`src/rtl/core/nbg_jobq.sv`:
```
// nbg_jobq: two-entry queue of pass jobs (body count) from front to back.
// Depends on nothing but its width parameter.
`timescale 1ns / 1ps

module nbg_jobq #(
  parameter int W = 7
) (
  input  logic         clk,
  input  logic         rst_n,
  input  logic         push,
  input  logic [W-1:0] din,
  input  logic         pop,
  output logic [W-1:0] dout,
  output logic         not_empty
);

  logic [W-1:0] mem_r [2];
  logic         wr_ptr_r, rd_ptr_r;
  logic [1:0]   cnt_r;
  logic         do_push, do_pop;

  assign do_push   = push && (cnt_r != 2'd2);
  assign do_pop    = pop && (cnt_r != 2'd0);
  assign not_empty = (cnt_r != 2'd0);
  assign dout      = mem_r[rd_ptr_r];

  always_ff @(posedge clk) begin
    if (!rst_n) begin
      wr_ptr_r <= 1'b0;
      rd_ptr_r <= 1'b0;
      cnt_r    <= '0;
    end else begin
      if (do_push) wr_ptr_r <= ~wr_ptr_r;
      if (do_pop)  rd_ptr_r <= ~rd_ptr_r;
      cnt_r <= cnt_r + {1'b0, do_push} - {1'b0, do_pop};
    end
  end

  always_ff @(posedge clk) begin
    if (do_push) mem_r[wr_ptr_r] <= din;
  end

endmodule

```
`config.mk`:
```
export PLATFORM = sky130hd
export DESIGN_NAME = nbg_jobq
export DESIGN_NICKNAME = d
export VERILOG_FILES = /design/src/rtl/core/nbg_jobq.sv
export SDC_FILE = /design/constraint.sdc
export NUM_CORES = 1
export LEC_CHECK = 0
export ABC_AREA = 1
export BUFFER_PORTS_ARGS = -buffer_cell sky130_fd_sc_hd__buf_2
export CORE_UTILIZATION = 45
export CTS_CLUSTER_DIAMETER = 200
export DETAILED_ROUTE_END_ITERATION = 6
export GPL_TIMING_DRIVEN = 1
export PLACE_DENSITY = 0.74
export SLEW_MARGIN = 20
export SYNTH_ARGS = -nofsm -noshare
export SYNTH_HDL_FRONTEND = slang
export SYNTH_SLANG_ARGS = --single-unit
```
`constraint.sdc`:
```
create_clock -name clk -period 1.45 [get_ports clk]
set_input_delay 0.29 -clock clk [delete_from_list [all_inputs] [get_ports clk]]
set_output_delay 0.29 -clock clk [all_outputs]
set_load 0.02 [all_outputs]
```
==> metrics.md <==
| Metric | Value |
|---|---|
| Antenna Nets Post-Route | 0 |
| Distinct cell type count after synthesis | 13 |
| Critical path peak fanout | 7 |
| Leak | between 0.4 and 0.5 nW |
| Cell taking the most area after synthesis | edfxtp_1 |
| Worst hold stages | 1 |
| Tmin final | approximately 1.5 ns |
| Clk slew on worst S/H paths | 0.10 ns |
| Port Buffers | 18 |
| Clock skew | 0.00210 ns |
| Most frequent cell after synthesis | edfxtp_1 |
| Avg Cell Area, Syn | between 10 and 15 µm² |
| Core Area | about 0.0016 mm² |
| Crit path cell chain | buf_8 > mux2_4 > buf_6 |
| Critical Path AT | roughly 1.2 ns |
| WP data required | 1.16 ns |
| Final setup fails | 7 |
| Ant. Diodes | 0 |
| Synth warn | 0 |
| Layout area overhead | 29.7% |
| Number of flops mapped to enable cells by yosys | 14 |
| Hold Slack | about 0.18 ns |
| CTS tree | done |
| WL/cell | 11.9 µm |
| Worst setup margin | -0.0475 ns |
| WHS Endpoint | mem_r[1][0] |
| Starting DRT DRC Count | 5 |
| Post-DP HPWL | 813 µm |
| Prevailing post-synth register cell | edfxtp_1 |
| Vias/cell | 4.86 |
| I/O pins | 19 |
| Synth top area cells | edfxtp_1 (53%), mux2_4 (13%), dfxtp_1 (13%) |
| Vias in the first global route | around 470 |
| Final-report hold violation count | 0 |
| Worst-skew pair later-pin latency | just under 0.3 ns |
| Synth top area share | a little over half |
| Clock buffer depth | 2 |
| Max Cap Violations | 0 |
| Die area | between 0.0015 and 0.002 mm² |
| Clock Sinks | 19 |
| Pre-CTS setup slack | -0.0363 ns |
| Initial antenna violation count | 0 |
| Synthesized area | 792 µm² |
| Max incr delay on CP | roughly 0.34 ns |
| RSZ-0062 raised after global routing | yes |
| Setup tns final | -0.302 ns |
| CTS buffer count | 3 |
| Post-CTS Hold Buffers | 0 |
| Via count | 481 |
| Reg2reg setup slack | ~0.01 ns |
| Delay-heaviest family, CP | flip-flops |
| DP Area | around 910 µm² |
| Die extent in y | 44.0 µm |
| First-pass GRT wire length | ~1900 µm |
| Filler Cell Count | about 140 |
| Gr usage total | 15.4% |
| Final instance area | around 0.0010 mm² |
| Critical R2R Launch | cnt_r[0] |
| Slowest CP cell | dfxtp_2 |
| DRC | 0 |
| Top cells by count, synth | edfxtp_1 (14), nand2_1 (9), inv_1 (7), mux2_4 (7), nor2_1 (6) |
| Starting Density | between 50 and 60% |
| # nets final | slightly below 100 |
| Crit start category | flip-flop |
| Failing checks | negative setup slack |
| Fmax | about 670 MHz |
| VDD IR max | 1040 µV |
| Proportion of layout cells with a drive suffix above 1 | 55.4% |
| Synthesized net count | 71 |
| Routed Wire Length | approximately 1200 µm |
| Post-synthesis sequential area ratio | 65.7% |
| Post-Syn Instances | 58 |
| Status | finished, violations left |
| FF+latch count, synth | 19 |
| CP bufs+invs | 2 |
| Fin crit share | 103% |
| Die span in x | roughly 44 µm |
| Worst reg2reg path endpoint | cnt_r[1] |
| Largest net degree at the start of global routing | 12 |
| Max transition margin | approximately four fifths |
| Hold path startpoint | din[0] |
| Slew @ Worst Pin | 0.294 ns |
| Core Rows | 14 |
| Grt ovf | 0 |
| Gp weighted congestion | between 0.8 and 0.9 |
| Hold crit path type | in2reg |
| H-tree depth reported by CTS | 1 |
| R2R depth | 10 |
| CTS Root Cell | clkbuf_4 |
| DR pass1 iterations | 5 |
| Kind of critical path | reg2out |
| Pwr/cell area | 1770 mW/mm² |
| Setup crit end kind | output pin |
| Asr flop ratio synth | 0% |
| Slew Limit Fails | 0 |
==> worst max path at each step <==
stage / start / endpoint / slack, ns / depth (start not counted)
after floorplan: cnt_r[0] / cnt_r[1] / 0.04 / 10
after global placement: cnt_r[0] / cnt_r[1] / 0.05 / 10
after detailed placement: cnt_r[0] / cnt_r[1] / -0.04 / 10
after CTS: flip-flop / dout[0] / -0.07 / 3
after global routing: flip-flop / dout[0] / -0.11 / 3
final: flip-flop / dout[5] / -0.05 / 3
==> per-layer routing <==
metal	vias up	wire [µm]	global-route usage [%]	part of all wire [%]
met5	-	0	0	0
met4	0	22	12.7	1.9
met3	4	54	6.25	4.6
met2	12	611	24.2	52
met1	219	489	16.1	42
li1	246	-	-	-
==> stage by stage <==
stage,std cells,utilization (%),total power [mW]
final,99,65.2,1.82
after global routing,99,65.2,1.94
after CTS,99,63.8,1.77
after detailed placement,94,57.9,1.38
after global placement,94,57.9,1.37
after floorplan,58,-,1.22
==> area by class of cell <==
type	count	area (µm²)	area share [%]
timing repair buffer	22	171	16.7
inverter	7	26.3	2.56
tap	16	20.0	1.95
sequential	19	527	51.3
clock buffer	3	22.5	2.19
clock inverter	1	5.00	0.487
multi-input combinational	31	255	24.8
==> layout by cell type, fill, tap and decap left out, types with 3 or more instances in the layout <==
cell | synthesis | final
buf_2 | 0 | 11
clkbuf_4 | 0 | 3
buf_4 | 0 | 3
nand2_1 | 9 | 7
edfxtp_1 | 14 | 14
inv_1 | 7 | 5
mux2_4 | 7 | 7
nor2_1 | 6 | 6
buf_6 | 1 | 7
==> power by group <==
part / internal [mW] / total, mW / switching [mW] / leakage (nW)
clock network: 0.103 / 0.255 / 0.153 / 0.0177
logic: 0.395 / 0.779 / 0.384 / 0.258
registers: 0.712 / 0.782 / 0.0696 / 0.173
total: 1.21 / 1.82 / 0.607 / 0.450
==> logic make-up (layout without fill, tap and decap cells) <==
| group | Yosys count | in the layout | synth area share (%) |
|---|---|---|---|
| AOI/OAI and AO/OA | 2 | 2 | 1.26 |
| muxes | 7 | 7 | 13.3 |
| adders and majority gates | 2 | 2 | 3.16 |
| buffers and inverters | 8 | 33 | 4.74 |
| and+or+nand+nor | 20 | 20 | 11.8 |
| DFF | 19 | 19 | 65.7 |
==> sequential cells by signal, summed over array words and instances, names as in the netlist, named ones only <==
signal	count
cnt_r	2
mem_r	14
rd_ptr_r	1
wr_ptr_r	1
==> timing repair <==
item / in CTS / in global routing
setup buffers: 1 / 0
pin swaps: 2 / 0
gates resized for setup: 21 / 7
hold endpoints to repair: 0 / 0
setup endpoints to repair: 8 / 8
No activity file was read; power rests on OpenSTA's default activity.
