**src/rtl/core/nbg_pkg.sv**
```systemverilog
// nbg_pkg: shared constants, types and state encoding for the N-body
// gravity accelerator. No dependencies; used by every rtl/core module but nbg_jobq.
`timescale 1ns / 1ps

package nbg_pkg;

  localparam int MAX_BODIES_DEF = 64;
  localparam int COORD_BITS_DEF = 32;

  localparam int MASS_W    = 32;
  localparam int GRAV_W    = 32;
  localparam int SOFT_W    = 16;
  localparam int ACC_W     = 48;
  localparam int IDX_OUT_W = 6;
  localparam int MUL_W     = 64;
  localparam int PROD_W    = 128;
  localparam int APB_W     = 32;
  localparam int PADDR_W   = 3;

  localparam logic [GRAV_W-1:0] GRAV_RESET = 32'h0100_0000;
  localparam logic [SOFT_W-1:0] SOFT_RESET = '0;

  // register index = paddr[PADDR_W-1:2]
  localparam logic [0:0] REG_GRAV = 1'b0;
  localparam logic [0:0] REG_SOFT = 1'b1;

  // exponent bias of the term scaling
  localparam logic signed [9:0] E_BIAS = 10'sd106;

  localparam logic [63:0]        MAG_SAT = 64'h0000_8000_0000_0000;
  localparam logic signed [63:0] ACC_MAX = 64'sh0000_7FFF_FFFF_FFFF;
  localparam logic signed [63:0] ACC_MIN = -64'sh0000_8000_0000_0000;

  typedef struct packed {
    logic             start;
    logic [MUL_W-1:0] a;
    logic [MUL_W-1:0] b;
  } mul_req_t;

  typedef struct packed {
    logic              done;
    logic [PROD_W-1:0] prod;
  } mul_rsp_t;

  typedef enum logic [4:0] {
    ST_IDLE,
    ST_TGT_RD,
    ST_TGT_CAP,
    ST_SRC_CHK,
    ST_SRC_CAP,
    ST_SQ_GO,
    ST_SQ_WT,
    ST_SQ_EPS,
    ST_NORM,
    ST_SQRT,
    ST_DIV,
    ST_Q2_GO,
    ST_Q2_WT,
    ST_Q3_GO,
    ST_Q3_WT,
    ST_GM_GO,
    ST_GM_WT,
    ST_T_SHR,
    ST_PQ_GO,
    ST_PQ_WT,
    ST_U_SHR,
    ST_V_LD,
    ST_V_SHR,
    ST_AX_GO,
    ST_AX_WT,
    ST_AX_ACC,
    ST_EMIT
  } back_state_t;

endpackage

```
**src/rtl/core/nbg_mul.sv**
```systemverilog
// nbg_mul: 64x64 unsigned multiplier built from four 32x32 partial products.
// Depends on nbg_pkg (mul_req_t / mul_rsp_t).
`timescale 1ns / 1ps

module nbg_mul (
  input  logic              clk,
  input  logic              rst_n,
  input  nbg_pkg::mul_req_t req,
  output nbg_pkg::mul_rsp_t rsp
);

  logic [nbg_pkg::MUL_W-1:0]  a_r, b_r;
  logic [nbg_pkg::MUL_W-1:0]  pp_r;
  logic [nbg_pkg::PROD_W-1:0] acc_r;
  logic [nbg_pkg::PROD_W-1:0] pp_ext;
  logic [31:0]                pa, pb;
  logic [2:0]                 step_r;
  logic                       run_r, done_r;

  // step 0: lo*lo, 1: lo*hi, 2: hi*lo, 3: hi*hi
  always_comb begin
    case (step_r)
      3'd1:    begin pa = a_r[31:0];  pb = b_r[63:32]; end
      3'd2:    begin pa = a_r[63:32]; pb = b_r[31:0];  end
      3'd3:    begin pa = a_r[63:32]; pb = b_r[63:32]; end
      default: begin pa = a_r[31:0];  pb = b_r[31:0];  end
    endcase
  end

  // partial product of the previous step, placed at its weight
  always_comb begin
    case (step_r)
      3'd2, 3'd3: pp_ext = {32'd0, pp_r, 32'd0};
      3'd4:       pp_ext = {pp_r, 64'd0};
      default:    pp_ext = {64'd0, pp_r};
    endcase
  end

  always_ff @(posedge clk) begin
    if (!rst_n) begin
      run_r  <= 1'b0;
      done_r <= 1'b0;
      step_r <= '0;
    end else begin
      done_r <= 1'b0;
      if (req.start) begin
        run_r  <= 1'b1;
        step_r <= '0;
      end else if (run_r) begin
        step_r <= step_r + 3'd1;
        if (step_r == 3'd4) begin
          run_r  <= 1'b0;
          done_r <= 1'b1;
        end
      end
    end
  end

  always_ff @(posedge clk) begin
    if (req.start) begin
      a_r   <= req.a;
      b_r   <= req.b;
      acc_r <= '0;
    end else if (run_r) begin
      if (step_r != 3'd4) pp_r <= pa * pb;
      if (step_r != 3'd0) acc_r <= acc_r + pp_ext;
    end
  end

  assign rsp.done = done_r;
  assign rsp.prod = acc_r;

endmodule

```
**config.mk**
```make
export PLATFORM = sky130hd
export DESIGN_NAME = nbg_mul
export DESIGN_NICKNAME = d
export VERILOG_FILES = /design/src/rtl/core/nbg_pkg.sv /design/src/rtl/core/nbg_mul.sv
export SDC_FILE = /design/constraint.sdc
export NUM_CORES = 2
export LEC_CHECK = 0
export BUFFER_PORTS_ARGS = -buffer_cell sky130_fd_sc_hd__buf_2
export CORE_MARGIN = 8
export CORE_UTILIZATION = 58
export CTS_BUF_LIST = sky130_fd_sc_hd__clkbuf_4 sky130_fd_sc_hd__clkbuf_8
export DETAILED_ROUTE_END_ITERATION = 8
export HOLD_SLACK_MARGIN = 0.02
export PLACE_DENSITY = 0.9
export SLEW_MARGIN = 20
export SYNTH_ARGS = -nofsm -noshare
export SYNTH_HDL_FRONTEND = slang
export SYNTH_SLANG_ARGS = --single-unit
```
**constraint.sdc**
```tcl
create_clock -name clk -period 9.8 [get_ports clk]
set_input_delay 0.49 -clock clk [delete_from_list [all_inputs] [get_ports clk]]
set_output_delay 0.49 -clock clk [all_outputs]
set_load 0.01 [all_outputs]
```
==> results.ini <==
[cells_and_area]
fillCellCount=7510
fin_cells=7684
register_area_sq_um=8430
multi_input_area_sq_um=40100
drive_gt1_frac=0.0988
area_growth_pct=11.5
stdcell_area_sq_um=59000
num-nets-final=7880

[synth]
syn_inst=6132
muxShareOfSynthArea=0.0195
synth-seq-cells=325
synthFlopType=edfxtp_1
synth_top_area_cell=fa_1
yosys.cell_types.count=85
synth_edf_count=192
yosys.area_share.simple=0.163
yosysWarningCount=0
synth_area_leaders=fa_1, edfxtp_1, ha_1, nand2_1, inv_1
synth_compound_area_frac=0.107
netlist_area_sq_um=52900
async_flop_share=0
syn_avg_cell_area_sq_um=8.63
mappedNetlistNets=7555
yosysSeqAreaShare=0.159
yosysTopAreaCellShare=0.339
synth-xor-area-share=0.0295
synthAdderAreaFrac=0.433
synth_top_family_by_area=adder cells

[worst_setup_path]
start_kind=flip-flop
critPathKind=reg -> reg
cp-end-kind=flip-flop
critPathTopFamily=adder cells
crit_arrival_ns=10.23
crit_buf_inv=3
cp_max_fo=15
slowest_stage=fa_1
worst_path_most_repeated_cell=fa_1
worstPathRequired_ns=10.31
critical-path-max-stage-delay_ns=0.60

[route]
route.detailed.drc=0
antenna_left=0
wl_met3_mm=27.2
met2WireLength_mm=89.5
dr.max_layer_used=met5
wl_per_cell_um=27.2
via_per_inst=6.18
drt_iter0_drc=5627
wl_met1_mm=75.1
firstDrtPassIters=6
vias=47500
drt_wl_total_mm=209

[global_route]
overflow=0
grt_first_pass_wirelength_mm=307
grt_use_total=0.403
grt_max_degree=74
grt_pass1_vias=48700
antenna_found_initial=5

[clock_network]
clock_sinks=325
root_buffer=clkbuf_8
cts_made_buffers=54
cts.path.max_buffers=3
clock_latency_ns=0.78
cts_tree=yes
h-tree-depth=2
clk_pin_slew_worst_paths_ns=0.06

[timing]
worst_slew_pin_slew_ns=0.938
hold_violations=0
setup_ws_ns=0.0800
setup_violations=0
finClkSkew_ns=0.0479
slew_headroom=0.375
period_needed_ns=9.72
fmax_ghz=0.103
finalCritPeriodShare=0.992
finalMaxSlewViolations=0
whs_ns=0.0601

[run_status]
status=completed

[placed_design]
dpl_cell_area_sq_um=56400
dp.cells=7452
port_buffers=259
dp_hpwl_mm=165
post-place-ws_ns=0.0770
gp_congestion=1.07

[die]
row_count=111
die_h_um=318
die-area_sq_um=101000
initial_core_util=0.581
io_pins=260
die_w_um=318
coreArea_sq_um=91100

[worst_hold_path]
hp-class=in -> reg

[run]
maxCapViolations=0

[placed cells by master, fill, tap and decap left out, types with 128 or more instances in the layout]
cell | Yosys | final
dfxtp_1 | 133 | 133
nand2_1 | 951 | 948
buf_4 | 2 | 149
ha_1 | 395 | 395
dlygate4sd3_1 | 0 | 128
nor2_1 | 742 | 739
o21ai_0 | 175 | 175
buf_2 | 11 | 258
a21oi_1 | 359 | 357
inv_1 | 945 | 945
edfxtp_1 | 192 | 192
fa_1 | 897 | 897
[kinds of logic (layout without fill, tap and decap cells)]
kind of cell    after synthesis  in the layout
compound gates              921            921
xor+xnor                    178            178
buf+inv                    1246           1609
other cells                   0              3
flops                       325            325
fa+ha+maj                  1292           1292
mux                          99             99
simple gates               2071           2071
[what timing repair did]
| item | CTS | global route |
|---|---|---|
| setup endpoints to repair | 0 | 9 |
| gates resized for setup | 0 | 25 |
| hold buffers | 128 | 0 |
| buffers inserted | 0 | 6 |
| hold endpoints to repair | 128 | 0 |
[metrics by stage]
step	util	TNS (ns)
after floorplan	-	0
after global placement	0.619	0
after CTS	0.645	0
after detailed placement	0.619	0
final	0.648	0
after global routing	0.647	-0.00106
[flip-flops by register name (all words and copies together), names as in the netlist]
name,count
run_r,1
acc_r,128
done_r,1
a_r,64
pp_r,64
b_r,64
step_r,3
[cell type report]
class | count | share of cell area
Timing Repair Buffer | 569 | 0.0732
Multi-Input combinational cell | 4561 | 0.680
Clock buffer | 69 | 0.0147
Antenna cell | 3 | 0.000127
Clock inverter | 25 | 0.00375
Sequential cell | 325 | 0.143
Inverter | 946 | 0.0602
Tap cell | 1186 | 0.0252
[cell usage after synthesis (6+ instances only)]
cell type and instances:
o21a_1 16, xnor2_1 117, nor2b_1 25, nor2_1 742, a31oi_1 29, a211oi_1 13
o31ai_1 12, and2_1 22, nor3_1 33, or2_2 6, o211ai_1 6, a221oi_1 9
clkbuf_1 269, or3_1 16, a21o_1 95, edfxtp_1 192, dfxtp_1 133, o21ai_0 175
a22o_1 34, inv_1 945, ha_1 395, nand4_1 67, o31a_1 7, and3_1 83
a221o_1 6, mux2i_1 67, and4_1 6, nand2_1 951, fa_1 897, nor4_1 13
o21ai_1 27, buf_2 11, xor2_1 61, o21bai_1 62, nand2b_1 13, a21boi_0 14
nand3_1 80, mux2_2 32, buf_1 16, a21oi_1 359
[per-layer routing]
layer	up-vias	global-route usage
met5	-	0
met4	4	0.247
met3	870	0.135
met2	3398	0.619
met1	23000	0.489
li1	20200	-
[path summary, 6_finish.rpt]
path / from / end / slack (ns) / depth (start not counted)
min reg2reg: acc_r[98]$_SDFFE_PP0P_ / acc_r[98]$_SDFFE_PP0P_ / 0.47 / 2
min: rst_n / run_r$_SDFF_PN0_ / 0.06 / 2
max: step_r[0]$_SDFFE_PP0P_ / pp_r[59]$_DFFE_PP_ / 0.08 / 30
max reg2reg: step_r[0]$_SDFFE_PP0P_ / pp_r[59]$_DFFE_PP_ / 0.08 / 30
Power is not shown: default switching activity piles up to over one toggle a cycle in this logic, so the estimate is an artifact.
