## src/rtl/core/nbg_pkg.sv

```systemverilog
// nbg_pkg: shared constants, types and state encoding for the N-body
// gravity accelerator. No dependencies; used by every rtl/core module but nbg_jobq.
`timescale 1ns / 1ps

package nbg_pkg;

  localparam int MAX_BODIES_DEF = 64;
  localparam int COORD_BITS_DEF = 32;

  localparam int MASS_W    = 32;
  localparam int GRAV_W    = 32;
  localparam int SOFT_W    = 16;
  localparam int ACC_W     = 48;
  localparam int IDX_OUT_W = 6;
  localparam int MUL_W     = 64;
  localparam int PROD_W    = 128;
  localparam int APB_W     = 32;
  localparam int PADDR_W   = 3;

  localparam logic [GRAV_W-1:0] GRAV_RESET = 32'h0100_0000;
  localparam logic [SOFT_W-1:0] SOFT_RESET = '0;

  // register index = paddr[PADDR_W-1:2]
  localparam logic [0:0] REG_GRAV = 1'b0;
  localparam logic [0:0] REG_SOFT = 1'b1;

  // exponent bias of the term scaling
  localparam logic signed [9:0] E_BIAS = 10'sd106;

  localparam logic [63:0]        MAG_SAT = 64'h0000_8000_0000_0000;
  localparam logic signed [63:0] ACC_MAX = 64'sh0000_7FFF_FFFF_FFFF;
  localparam logic signed [63:0] ACC_MIN = -64'sh0000_8000_0000_0000;

  typedef struct packed {
    logic             start;
    logic [MUL_W-1:0] a;
    logic [MUL_W-1:0] b;
  } mul_req_t;

  typedef struct packed {
    logic              done;
    logic [PROD_W-1:0] prod;
  } mul_rsp_t;

  typedef enum logic [4:0] {
    ST_IDLE,
    ST_TGT_RD,
    ST_TGT_CAP,
    ST_SRC_CHK,
    ST_SRC_CAP,
    ST_SQ_GO,
    ST_SQ_WT,
    ST_SQ_EPS,
    ST_NORM,
    ST_SQRT,
    ST_DIV,
    ST_Q2_GO,
    ST_Q2_WT,
    ST_Q3_GO,
    ST_Q3_WT,
    ST_GM_GO,
    ST_GM_WT,
    ST_T_SHR,
    ST_PQ_GO,
    ST_PQ_WT,
    ST_U_SHR,
    ST_V_LD,
    ST_V_SHR,
    ST_AX_GO,
    ST_AX_WT,
    ST_AX_ACC,
    ST_EMIT
  } back_state_t;

endpackage

```

## src/rtl/core/nbg_back.sv

```systemverilog
// nbg_back: pair sequencer and interaction datapath (normalize, bit-serial
// square root and divide, shared multiplier, saturating sums, result register).
// Depends on nbg_pkg; drives nbg_mul through mul_req_t.
`timescale 1ns / 1ps

module nbg_back #(
  parameter int MAX_BODIES = nbg_pkg::MAX_BODIES_DEF,
  parameter int COORD_BITS = nbg_pkg::COORD_BITS_DEF,
  localparam int IDX_W = $clog2(MAX_BODIES),
  localparam int CNT_W = $clog2(MAX_BODIES + 1)
) (
  input  logic                          clk,
  input  logic                          rst_n,
  input  logic [nbg_pkg::GRAV_W-1:0]    grav,
  input  logic [nbg_pkg::SOFT_W-1:0]    soft_len,
  input  logic                          job_valid,
  input  logic [CNT_W-1:0]              job_n,
  output logic                          job_pop,
  output logic [IDX_W-1:0]              rd_addr,
  input  logic [COORD_BITS-1:0]         rd_x,
  input  logic [COORD_BITS-1:0]         rd_y,
  input  logic [COORD_BITS-1:0]         rd_z,
  input  logic [nbg_pkg::MASS_W-1:0]    rd_m,
  output logic                          pass_done,
  output nbg_pkg::mul_req_t             mul_req,
  input  nbg_pkg::mul_rsp_t             mul_rsp,
  output logic                          out_valid,
  input  logic                          out_stall,
  output logic signed [nbg_pkg::ACC_W-1:0] out_acc_x,
  output logic signed [nbg_pkg::ACC_W-1:0] out_acc_y,
  output logic signed [nbg_pkg::ACC_W-1:0] out_acc_z,
  output logic [nbg_pkg::IDX_OUT_W-1:0] out_body_index,
  output logic                          out_last_result
);

  nbg_pkg::back_state_t state_r, state_nxt;

  logic [CNT_W-1:0]                n_r, i_r, j_r;
  logic [COORD_BITS-1:0]           tx_r, ty_r, tz_r;
  logic signed [COORD_BITS:0]      d_r [3];
  logic signed [nbg_pkg::ACC_W-1:0] acc_r [3];
  logic [nbg_pkg::MASS_W-1:0]      m_r;
  logic [1:0]                      axis_r;
  logic [nbg_pkg::PROD_W-1:0]      r2_r;
  logic signed [7:0]               k_r;
  logic [63:0]                     sq_n_r, sq_res_r, sq_bit_r;
  logic [31:0]                     rem_r, q_r, q2_r, q3_r, sm_r;
  logic [5:0]                      div_cnt_r;
  logic [63:0]                     sh_r;
  logic [5:0]                      sh_cnt_r, t_r;
  logic signed [9:0]               e_r;
  logic [31:0]                     eps2_r;
  logic signed [63:0]              term_r;

  logic signed [COORD_BITS:0] d_sel;
  logic [COORD_BITS:0]        dmag;
  logic                       out_free, last_tgt, r2_zero, r2_ok;
  logic [63:0]                sq_try;
  logic [32:0]                rem_sh;
  logic [31:0]                root;
  logic signed [9:0]          kh, e_nxt, es, nes;
  logic [63:0]                mag, smag;
  logic signed [63:0]         term_nxt, sum;
  logic signed [nbg_pkg::ACC_W-1:0] sum_sat;

  assign d_sel    = d_r[axis_r];
  assign dmag     = d_sel[COORD_BITS] ? (COORD_BITS + 1)'(-d_sel) : d_sel;
  assign out_free = !out_valid || !out_stall;
  assign last_tgt = ((i_r + CNT_W'(1)) == n_r);
  assign r2_zero  = (r2_r == '0);
  assign r2_ok    = (r2_r[127:62] == '0) && (r2_r[61:60] != 2'b00);
  assign sq_try   = sq_res_r + sq_bit_r;
  assign root     = sq_res_r[31:0];
  assign rem_sh   = {rem_r, 1'b1};

  // exponent of the term scale: t + u - 106 - 3*(k/2); k is always even
  assign kh    = {{3{k_r[7]}}, k_r[7:1]};
  assign e_nxt = $signed({4'd0, t_r}) + $signed({4'd0, sh_cnt_r}) - nbg_pkg::E_BIAS
                 - (kh + (kh <<< 1));

  // scaled term magnitude, signed by the axis difference
  assign mag = mul_rsp.prod[63:0];
  assign es  = e_r + $signed({4'd0, sh_cnt_r});
  assign nes = -es;
  always_comb begin
    if (!es[9]) begin
      if (mag == '0)                                   smag = '0;
      else if (es >= 10'sd64)                          smag = nbg_pkg::MAG_SAT;
      else if (mag > (nbg_pkg::MAG_SAT >> es[5:0]))    smag = nbg_pkg::MAG_SAT;
      else                                             smag = mag << es[5:0];
    end else begin
      if (nes >= 10'sd64) smag = '0;
      else                smag = mag >> nes[5:0];
    end
    term_nxt = d_sel[COORD_BITS] ? -$signed(smag) : $signed(smag);
  end

  assign sum = {{(64 - nbg_pkg::ACC_W){acc_r[axis_r][nbg_pkg::ACC_W-1]}}, acc_r[axis_r]}
               + term_r;
  always_comb begin
    if (sum > nbg_pkg::ACC_MAX)      sum_sat = nbg_pkg::ACC_MAX[nbg_pkg::ACC_W-1:0];
    else if (sum < nbg_pkg::ACC_MIN) sum_sat = nbg_pkg::ACC_MIN[nbg_pkg::ACC_W-1:0];
    else                             sum_sat = sum[nbg_pkg::ACC_W-1:0];
  end

  // next state
  always_comb begin
    state_nxt = state_r;
    case (state_r)
      nbg_pkg::ST_IDLE:    if (job_valid) state_nxt = nbg_pkg::ST_TGT_RD;
      nbg_pkg::ST_TGT_RD:  state_nxt = nbg_pkg::ST_TGT_CAP;
      nbg_pkg::ST_TGT_CAP: state_nxt = nbg_pkg::ST_SRC_CHK;
      nbg_pkg::ST_SRC_CHK: begin
        if (j_r == n_r)      state_nxt = nbg_pkg::ST_EMIT;
        else if (j_r != i_r) state_nxt = nbg_pkg::ST_SRC_CAP;
      end
      nbg_pkg::ST_SRC_CAP: state_nxt = nbg_pkg::ST_SQ_GO;
      nbg_pkg::ST_SQ_GO:   state_nxt = nbg_pkg::ST_SQ_WT;
      nbg_pkg::ST_SQ_WT: begin
        if (mul_rsp.done)
          state_nxt = (axis_r == 2'd2) ? nbg_pkg::ST_SQ_EPS : nbg_pkg::ST_SQ_GO;
      end
      nbg_pkg::ST_SQ_EPS:  state_nxt = nbg_pkg::ST_NORM;
      nbg_pkg::ST_NORM: begin
        if (r2_zero)    state_nxt = nbg_pkg::ST_SRC_CHK;
        else if (r2_ok) state_nxt = nbg_pkg::ST_SQRT;
      end
      nbg_pkg::ST_SQRT:    if (sq_bit_r == '0) state_nxt = nbg_pkg::ST_DIV;
      nbg_pkg::ST_DIV:     if (div_cnt_r == 6'd61) state_nxt = nbg_pkg::ST_Q2_GO;
      nbg_pkg::ST_Q2_GO:   state_nxt = nbg_pkg::ST_Q2_WT;
      nbg_pkg::ST_Q2_WT:   if (mul_rsp.done) state_nxt = nbg_pkg::ST_Q3_GO;
      nbg_pkg::ST_Q3_GO:   state_nxt = nbg_pkg::ST_Q3_WT;
      nbg_pkg::ST_Q3_WT:   if (mul_rsp.done) state_nxt = nbg_pkg::ST_GM_GO;
      nbg_pkg::ST_GM_GO:   state_nxt = nbg_pkg::ST_GM_WT;
      nbg_pkg::ST_GM_WT:   if (mul_rsp.done) state_nxt = nbg_pkg::ST_T_SHR;
      nbg_pkg::ST_T_SHR:   if (sh_r[63:32] == '0) state_nxt = nbg_pkg::ST_PQ_GO;
      nbg_pkg::ST_PQ_GO:   state_nxt = nbg_pkg::ST_PQ_WT;
      nbg_pkg::ST_PQ_WT:   if (mul_rsp.done) state_nxt = nbg_pkg::ST_U_SHR;
      nbg_pkg::ST_U_SHR:   if (sh_r[63:32] == '0) state_nxt = nbg_pkg::ST_V_LD;
      nbg_pkg::ST_V_LD:    state_nxt = nbg_pkg::ST_V_SHR;
      nbg_pkg::ST_V_SHR:   if (sh_r[63:32] == '0) state_nxt = nbg_pkg::ST_AX_GO;
      nbg_pkg::ST_AX_GO:   state_nxt = nbg_pkg::ST_AX_WT;
      nbg_pkg::ST_AX_WT:   if (mul_rsp.done) state_nxt = nbg_pkg::ST_AX_ACC;
      nbg_pkg::ST_AX_ACC:
        state_nxt = (axis_r == 2'd2) ? nbg_pkg::ST_SRC_CHK : nbg_pkg::ST_V_LD;
      nbg_pkg::ST_EMIT: begin
        if (out_free) state_nxt = last_tgt ? nbg_pkg::ST_IDLE : nbg_pkg::ST_TGT_RD;
      end
      default: state_nxt = nbg_pkg::ST_IDLE;
    endcase
  end

  // outputs of the sequencer
  always_comb begin
    job_pop       = 1'b0;
    pass_done     = 1'b0;
    rd_addr       = j_r[IDX_W-1:0];
    mul_req.start = 1'b0;
    mul_req.a     = '0;
    mul_req.b     = '0;
    case (state_r)
      nbg_pkg::ST_IDLE:   job_pop = job_valid;
      nbg_pkg::ST_TGT_RD: rd_addr = i_r[IDX_W-1:0];
      nbg_pkg::ST_SQ_GO: begin
        mul_req.start = 1'b1;
        mul_req.a     = nbg_pkg::MUL_W'(dmag);
        mul_req.b     = nbg_pkg::MUL_W'(dmag);
      end
      nbg_pkg::ST_Q2_GO: begin
        mul_req.start = 1'b1;
        mul_req.a     = {32'd0, q_r};
        mul_req.b     = {32'd0, q_r};
      end
      nbg_pkg::ST_Q3_GO: begin
        mul_req.start = 1'b1;
        mul_req.a     = {32'd0, q2_r};
        mul_req.b     = {32'd0, q_r};
      end
      nbg_pkg::ST_GM_GO: begin
        mul_req.start = 1'b1;
        mul_req.a     = {32'd0, grav};
        mul_req.b     = {32'd0, m_r};
      end
      nbg_pkg::ST_PQ_GO: begin
        mul_req.start = 1'b1;
        mul_req.a     = {32'd0, sh_r[31:0]};
        mul_req.b     = {32'd0, q3_r};
      end
      nbg_pkg::ST_AX_GO: begin
        mul_req.start = 1'b1;
        mul_req.a     = {32'd0, sh_r[31:0]};
        mul_req.b     = {32'd0, sm_r};
      end
      nbg_pkg::ST_EMIT:   pass_done = out_free && last_tgt;
      default: ;
    endcase
  end

  always_ff @(posedge clk) begin
    if (!rst_n) begin
      state_r   <= nbg_pkg::ST_IDLE;
      out_valid <= 1'b0;
    end else begin
      state_r <= state_nxt;
      if (state_r == nbg_pkg::ST_EMIT && out_free) out_valid <= 1'b1;
      else if (!out_stall)                         out_valid <= 1'b0;
    end
  end

  // datapath
  always_ff @(posedge clk) begin
    case (state_r)
      nbg_pkg::ST_IDLE: begin
        n_r    <= job_n;
        i_r    <= '0;
        eps2_r <= soft_len * soft_len;
      end
      nbg_pkg::ST_TGT_CAP: begin
        tx_r     <= rd_x;
        ty_r     <= rd_y;
        tz_r     <= rd_z;
        acc_r[0] <= '0;
        acc_r[1] <= '0;
        acc_r[2] <= '0;
        j_r      <= '0;
      end
      nbg_pkg::ST_SRC_CHK: if (j_r == i_r) j_r <= j_r + CNT_W'(1);
      nbg_pkg::ST_SRC_CAP: begin
        d_r[0] <= $signed({rd_x[COORD_BITS-1], rd_x}) - $signed({tx_r[COORD_BITS-1], tx_r});
        d_r[1] <= $signed({rd_y[COORD_BITS-1], rd_y}) - $signed({ty_r[COORD_BITS-1], ty_r});
        d_r[2] <= $signed({rd_z[COORD_BITS-1], rd_z}) - $signed({tz_r[COORD_BITS-1], tz_r});
        m_r    <= rd_m;
        axis_r <= 2'd0;
        r2_r   <= '0;
      end
      nbg_pkg::ST_SQ_WT: begin
        if (mul_rsp.done) begin
          r2_r <= r2_r + mul_rsp.prod;
          if (axis_r != 2'd2) axis_r <= axis_r + 2'd1;
        end
      end
      nbg_pkg::ST_SQ_EPS: begin
        r2_r <= r2_r + {80'd0, eps2_r, 16'd0};
        k_r  <= '0;
      end
      nbg_pkg::ST_NORM: begin
        // even-sized steps until the value sits in [2^60, 2^62)
        if (r2_zero) begin
          j_r <= j_r + CNT_W'(1);
        end else if (r2_r[127:94] != '0) begin
          r2_r <= r2_r >> 32;
          k_r  <= k_r + 8'sd32;
        end else if (r2_r[127:62] != '0) begin
          r2_r <= r2_r >> 2;
          k_r  <= k_r + 8'sd2;
        end else if (r2_r[127:28] == '0) begin
          r2_r <= r2_r << 32;
          k_r  <= k_r - 8'sd32;
        end else if (r2_r[61:60] == 2'b00) begin
          r2_r <= r2_r << 2;
          k_r  <= k_r - 8'sd2;
        end else begin
          sq_n_r   <= r2_r[63:0];
          sq_res_r <= '0;
          sq_bit_r <= 64'h1000_0000_0000_0000;
        end
      end
      nbg_pkg::ST_SQRT: begin
        if (sq_bit_r != '0) begin
          if (sq_n_r >= sq_try) begin
            sq_n_r   <= sq_n_r - sq_try;
            sq_res_r <= (sq_res_r >> 1) + sq_bit_r;
          end else begin
            sq_res_r <= sq_res_r >> 1;
          end
          sq_bit_r <= sq_bit_r >> 2;
        end else begin
          rem_r     <= '0;
          q_r       <= '0;
          div_cnt_r <= '0;
        end
      end
      nbg_pkg::ST_DIV: begin
        // dividend is 2^62-1: every brought-down bit is a one
        if (rem_sh >= {1'b0, root}) begin
          rem_r <= 32'(rem_sh - {1'b0, root});
          q_r   <= {q_r[30:0], 1'b1};
        end else begin
          rem_r <= rem_sh[31:0];
          q_r   <= {q_r[30:0], 1'b0};
        end
        div_cnt_r <= div_cnt_r + 6'd1;
      end
      nbg_pkg::ST_Q2_WT: if (mul_rsp.done) q2_r <= mul_rsp.prod[63:32];
      nbg_pkg::ST_Q3_WT: if (mul_rsp.done) q3_r <= mul_rsp.prod[63:32];
      nbg_pkg::ST_GM_WT, nbg_pkg::ST_PQ_WT: begin
        if (mul_rsp.done) begin
          sh_r     <= mul_rsp.prod[63:0];
          sh_cnt_r <= '0;
        end
      end
      nbg_pkg::ST_T_SHR, nbg_pkg::ST_U_SHR, nbg_pkg::ST_V_SHR: begin
        if (sh_r[63:32] != '0) begin
          sh_r     <= sh_r >> 1;
          sh_cnt_r <= sh_cnt_r + 6'd1;
        end else if (state_r == nbg_pkg::ST_T_SHR) begin
          t_r <= sh_cnt_r;
        end else if (state_r == nbg_pkg::ST_U_SHR) begin
          sm_r   <= sh_r[31:0];
          e_r    <= e_nxt;
          axis_r <= 2'd0;
        end
      end
      nbg_pkg::ST_V_LD: begin
        sh_r     <= 64'(dmag);
        sh_cnt_r <= '0;
      end
      nbg_pkg::ST_AX_WT: if (mul_rsp.done) term_r <= term_nxt;
      nbg_pkg::ST_AX_ACC: begin
        acc_r[axis_r] <= sum_sat;
        if (axis_r == 2'd2) j_r <= j_r + CNT_W'(1);
        else                axis_r <= axis_r + 2'd1;
      end
      nbg_pkg::ST_EMIT: begin
        if (out_free) begin
          out_acc_x       <= acc_r[0];
          out_acc_y       <= acc_r[1];
          out_acc_z       <= acc_r[2];
          out_body_index  <= nbg_pkg::IDX_OUT_W'(i_r);
          out_last_result <= last_tgt;
          i_r             <= i_r + CNT_W'(1);
        end
      end
      default: ;
    endcase
  end

endmodule
```

## config.mk

```make
export PLATFORM = sky130hd
export DESIGN_NAME = nbg_back
export DESIGN_NICKNAME = d
export VERILOG_FILES = /design/src/rtl/core/nbg_pkg.sv /design/src/rtl/core/nbg_back.sv
export SDC_FILE = /design/constraint.sdc
export NUM_CORES = 2
export LEC_CHECK = 0
export BUFFER_PORTS_ARGS = -buffer_cell sky130_fd_sc_hd__buf_2
export CORE_UTILIZATION = 50
export CTS_CLUSTER_SIZE = 28
export DETAILED_ROUTE_END_ITERATION = 10
export GPL_ROUTABILITY_DRIVEN = 1
export PLACE_DENSITY = 0.68
export SETUP_SLACK_MARGIN = 0.15
export SLEW_MARGIN = 30
export SYNTH_ARGS = -nofsm -noshare
export SYNTH_HDL_FRONTEND = slang
export SYNTH_SLANG_ARGS = --single-unit
export TNS_END_PERCENT = 20
```

## constraint.sdc

```tcl
create_clock -name clk -period 38.8 [get_ports clk]
set_input_delay 9.7 -clock clk [delete_from_list [all_inputs] [get_ports clk]]
set_output_delay 9.7 -clock clk [all_outputs]
set_load 0.05 [all_outputs]
```

==> key figures <==
Outcome
  – Status: finished, violations left
  – Failing checks: design-rule violations

Power and ir drop
  – Sw Ratio: 0.342
  – Power density over the cells: approximately 42 nW/um2
  – Psw: about 1.6 mW
  – Static Leak: 43.7 nW
  – Clock share of power: 0.298
  – Comb pwr share: 0.337
  – Power Total: around 4.5 mW
  – Pint: 2.99 mW
  – Sequential Power Share: 0.365
  – VDD IR max: about 0.000083 V

Detailed routing
  – Wire per inst: 25.6 um
  – Starting DRT DRC Count: between 9000 and 10000
  – Drt total wl: approximately 340 mm
  – Antenna viol nets, final: 0
  – Vias per cell: 6.35
  – DRT Pass-1 Iters: 11
  – Via Count: ~85000
  – DRC viols: 2

GRT
  – Largest net degree at the start of global routing: 97
  – Vias in the first global route: roughly 80000
  – Initial antenna violation count: 57
  – Tot GR Track Use: 0.337
  – First-pass GRT wire length: 509 mm
  – Total congestion overflow: 0

Die
  – Die width: around 450 um
  – Die H: ~450 um
  – Initial core utilization: 0.504
  – IO Pins: around 610
  – Rows: 162
  – Die Area: between 150000 and 200000 um2
  – Core area: between 150000 and 200000 um2

Timing
  – Least-Margin Pin Slew: 1.10 ns
  – Clock Skew: approximately 0.055 ns
  – Final cycle utilization of the critical path: 0.530
  – Final hold violations: 0
  – Tmin final: just over 20 ns
  – Max Freq: between 40 and 50 MHz
  – Worst slew margin: 0.260
  – Total negative slack: 0 ns
  – Final number of setup-violating endpoints: 0
  – Hold WS: 0.432 ns
  – Slew Limit Fails: 0
  – Unrepaired setup endpoints after global routing: false

Critical path
  – Reg2Reg Launch Point: sh_cnt_r[0]
  – Critical Path AT: between 10 and 15 ns
  – R2r endpoint: term_r[48]
  – CP Capture Type: primary output
  – Req. time, crit path: slightly below 30 ns
  – Flop-to-flop setup slack: 30.14 ns
  – Register-to-Register Path Depth: 19
  – Critical path class: in2out
  – Worst Path Max Fanout: 21
  – Launching element type of the critical path: primary input

Clock network
  – Clock root cell: clkbuf_16
  – Clk buf depth: 3
  – H-tree depth: 4
  – Num Clock Sinks: roughly 1200
  – Worst-path clk slew: roughly 0.060 ns
  – CTS Buf Count: about 150
  – Worst-skew pair later-pin latency: 0.85 ns
  – CTS tree: done
  – Resize count post-CTS: 0
  – Hold Buf Count CTS: 0
  – # Post-CTS Setup Buffers: 0

Logic synthesis
  – Number of synthesized flops with an enable pin: approximately 1200
  – Seq/Total Area, Yosys: 0.379
  – Gate Count Post-Synth: 10400
  – Top FF cell, synth: edfxtp_1
  – Syn avg cell area: roughly 9.5 um2
  – Mapped Area: between 90000 and 100000 um2
  – Yosys warnings: 0
  – Yosys cell types: roughly 110
  – FFs w/ async S/R, synth: 0
  – #FFs+latches synth: 1242

Worst hold path
  – Critical hold path startpoint: acc_r[2][4]
  – HP Class: reg2reg
  – Hold Path End: out_acc_z[4]
  – WHS Path Cells: 0

Placement
  – GPL Wtd Cong: between 1 and 1.5
  – Final HPWL DP: 255 mm
  – # port buffers: 542

Cells and area
  – Commonest cells after routing, fill and taps aside: edfxtp_1 (1234), nand2_1 (1052), nor2_1 (961)
  – Layout cells sized above 1: 0.109
  – P&R area growth vs syn: 9.99%
  – Most common cell after layout, fill and taps aside: edfxtp_1
  – Final net count: approximately 12000

Run
  – # Max-Cap Violations: 0
[worst max-delay path, stage by stage]
cell	delay, ns
buf_2	0.12
a21oi_4	0.13
buf_4	0.40
and2_1	0.21
buf_2	0.26
[state kept, by name, indices dropped and copies added (netlist names), 10 cells and up, named ones only]
register / cells
acc_r: 192
d_r: 99
e_r: 10
eps2_r: 31
m_r: 32
out_acc_x: 48
out_acc_y: 48
out_acc_z: 48
q2_r: 32
q3_r: 32
q_r: 32
r2_r: 128
rem_r: 32
sh_r: 64
sm_r: 32
sq_bit_r: 31
sq_n_r: 64
sq_res_r: 64
term_r: 64
tx_r: 32
ty_r: 32
tz_r: 32
[power groups by stage]
stage | logic, mW | registers [mW] | clock network [mW]
3_3_place_gp | 1.48 | 1.68 | 0
3_5_place_dp | 1.51 | 1.68 | 0
4_1_cts | 1.52 | 1.66 | 1.37
6_report | 1.53 | 1.66 | 1.36
2_1_floorplan | 1.15 | 1.66 | 0
5_1_grt | 1.71 | 1.66 | 1.42
[synth_stat cells, drive strengths merged (41+ instances only)]
library cell | count | area (um2)
edfxtp | 1234 | 37100
nand2 | 1059 | 3980
nor2 | 981 | 3690
a21oi | 760 | 3820
ha | 676 | 8460
o21ai | 570 | 2850
inv | 525 | 1970
xnor2 | 444 | 3920
clkbuf | 406 | 1520
nand3 | 320 | 1610
xor2 | 303 | 2660
a21o | 274 | 2060
mux2i | 196 | 1960
nor3 | 191 | 956
and2 | 184 | 1150
fa | 179 | 3580
buf | 174 | 1020
a22oi | 149 | 1120
nand4 | 135 | 851
a31oi | 128 | 807
mux4 | 115 | 2590
nor2b | 107 | 669
a211oi | 96 | 721
nor4 | 94 | 624
o22ai | 94 | 588
and3 | 87 | 544
nand2b | 81 | 507
o21bai | 77 | 578
o21a | 70 | 526
mux2 | 50 | 563
o221ai | 50 | 438
o211ai | 49 | 368
or3 | 44 | 275
o31ai | 41 | 322
[stage by stage]
| step | cells | area [um2] | utilization | setup slack (ns) |
|---|---|---|---|---|
| 5_1_grt | 13400 | 108000 | 0.554 | 18.22 |
| 2_1_floorplan | 10400 | 98500 | - | 11.04 |
| 3_3_place_gp | 13100 | 103000 | 0.529 | 18.28 |
| 6_report | 13400 | 108000 | 0.554 | 18.23 |
| 3_5_place_dp | 13100 | 103000 | 0.530 | 18.25 |
| 4_1_cts | 13400 | 108000 | 0.553 | 18.25 |
[final cells by class]
type | instances | area, um2
clock inverter | 71 | 820
timing repair buffer | 665 | 3680
tap | 2624 | 3280
clock buffer | 181 | 3780
antenna | 40 | 100
inverter | 528 | 1990
sequential | 1242 | 37200
fill | 17400 | 87100
multi-input combinational | 8092 | 57300
[kinds of logic (layout without fill, tap and decap cells)]
kind of cell	Yosys count	after routing	share of synthesized area
and+or+nand+nor	3396	3396	0.160
DFF	1242	1242	0.379
AOI/OAI and AO/OA	2667	2667	0.173
buffers and inverters	1108	1445	0.0461
adders and majority gates	855	855	0.122
xor gates and xnor gates	751	751	0.0679
other	1	102	0.0000381
muxes	361	361	0.0520
[layer usage]
metal  up-vias  global-route usage  wire (um)
met5         -                   0        218
met4        14               0.171      19000
met3       959              0.0638      31200
met2      4530               0.531     156000
met1     41200               0.445     138000
li1      38700                   -          -
[how the worst max path moves through the flow]
| stage | from | end | slack [ns] | depth (start not counted) |
|---|---|---|---|---|
| after detailed placement | out_stall | pass_done | 18.25 | 5 |
| after floorplan | out_stall | pass_done | 11.04 | 2 |
| after CTS | out_stall | pass_done | 18.25 | 5 |
| after global routing | out_stall | pass_done | 18.22 | 5 |
| final | out_stall | pass_done | 18.23 | 5 |
| after global placement | out_stall | pass_done | 18.28 | 5 |
Note: power is estimated with default switching activity, not from simulation.
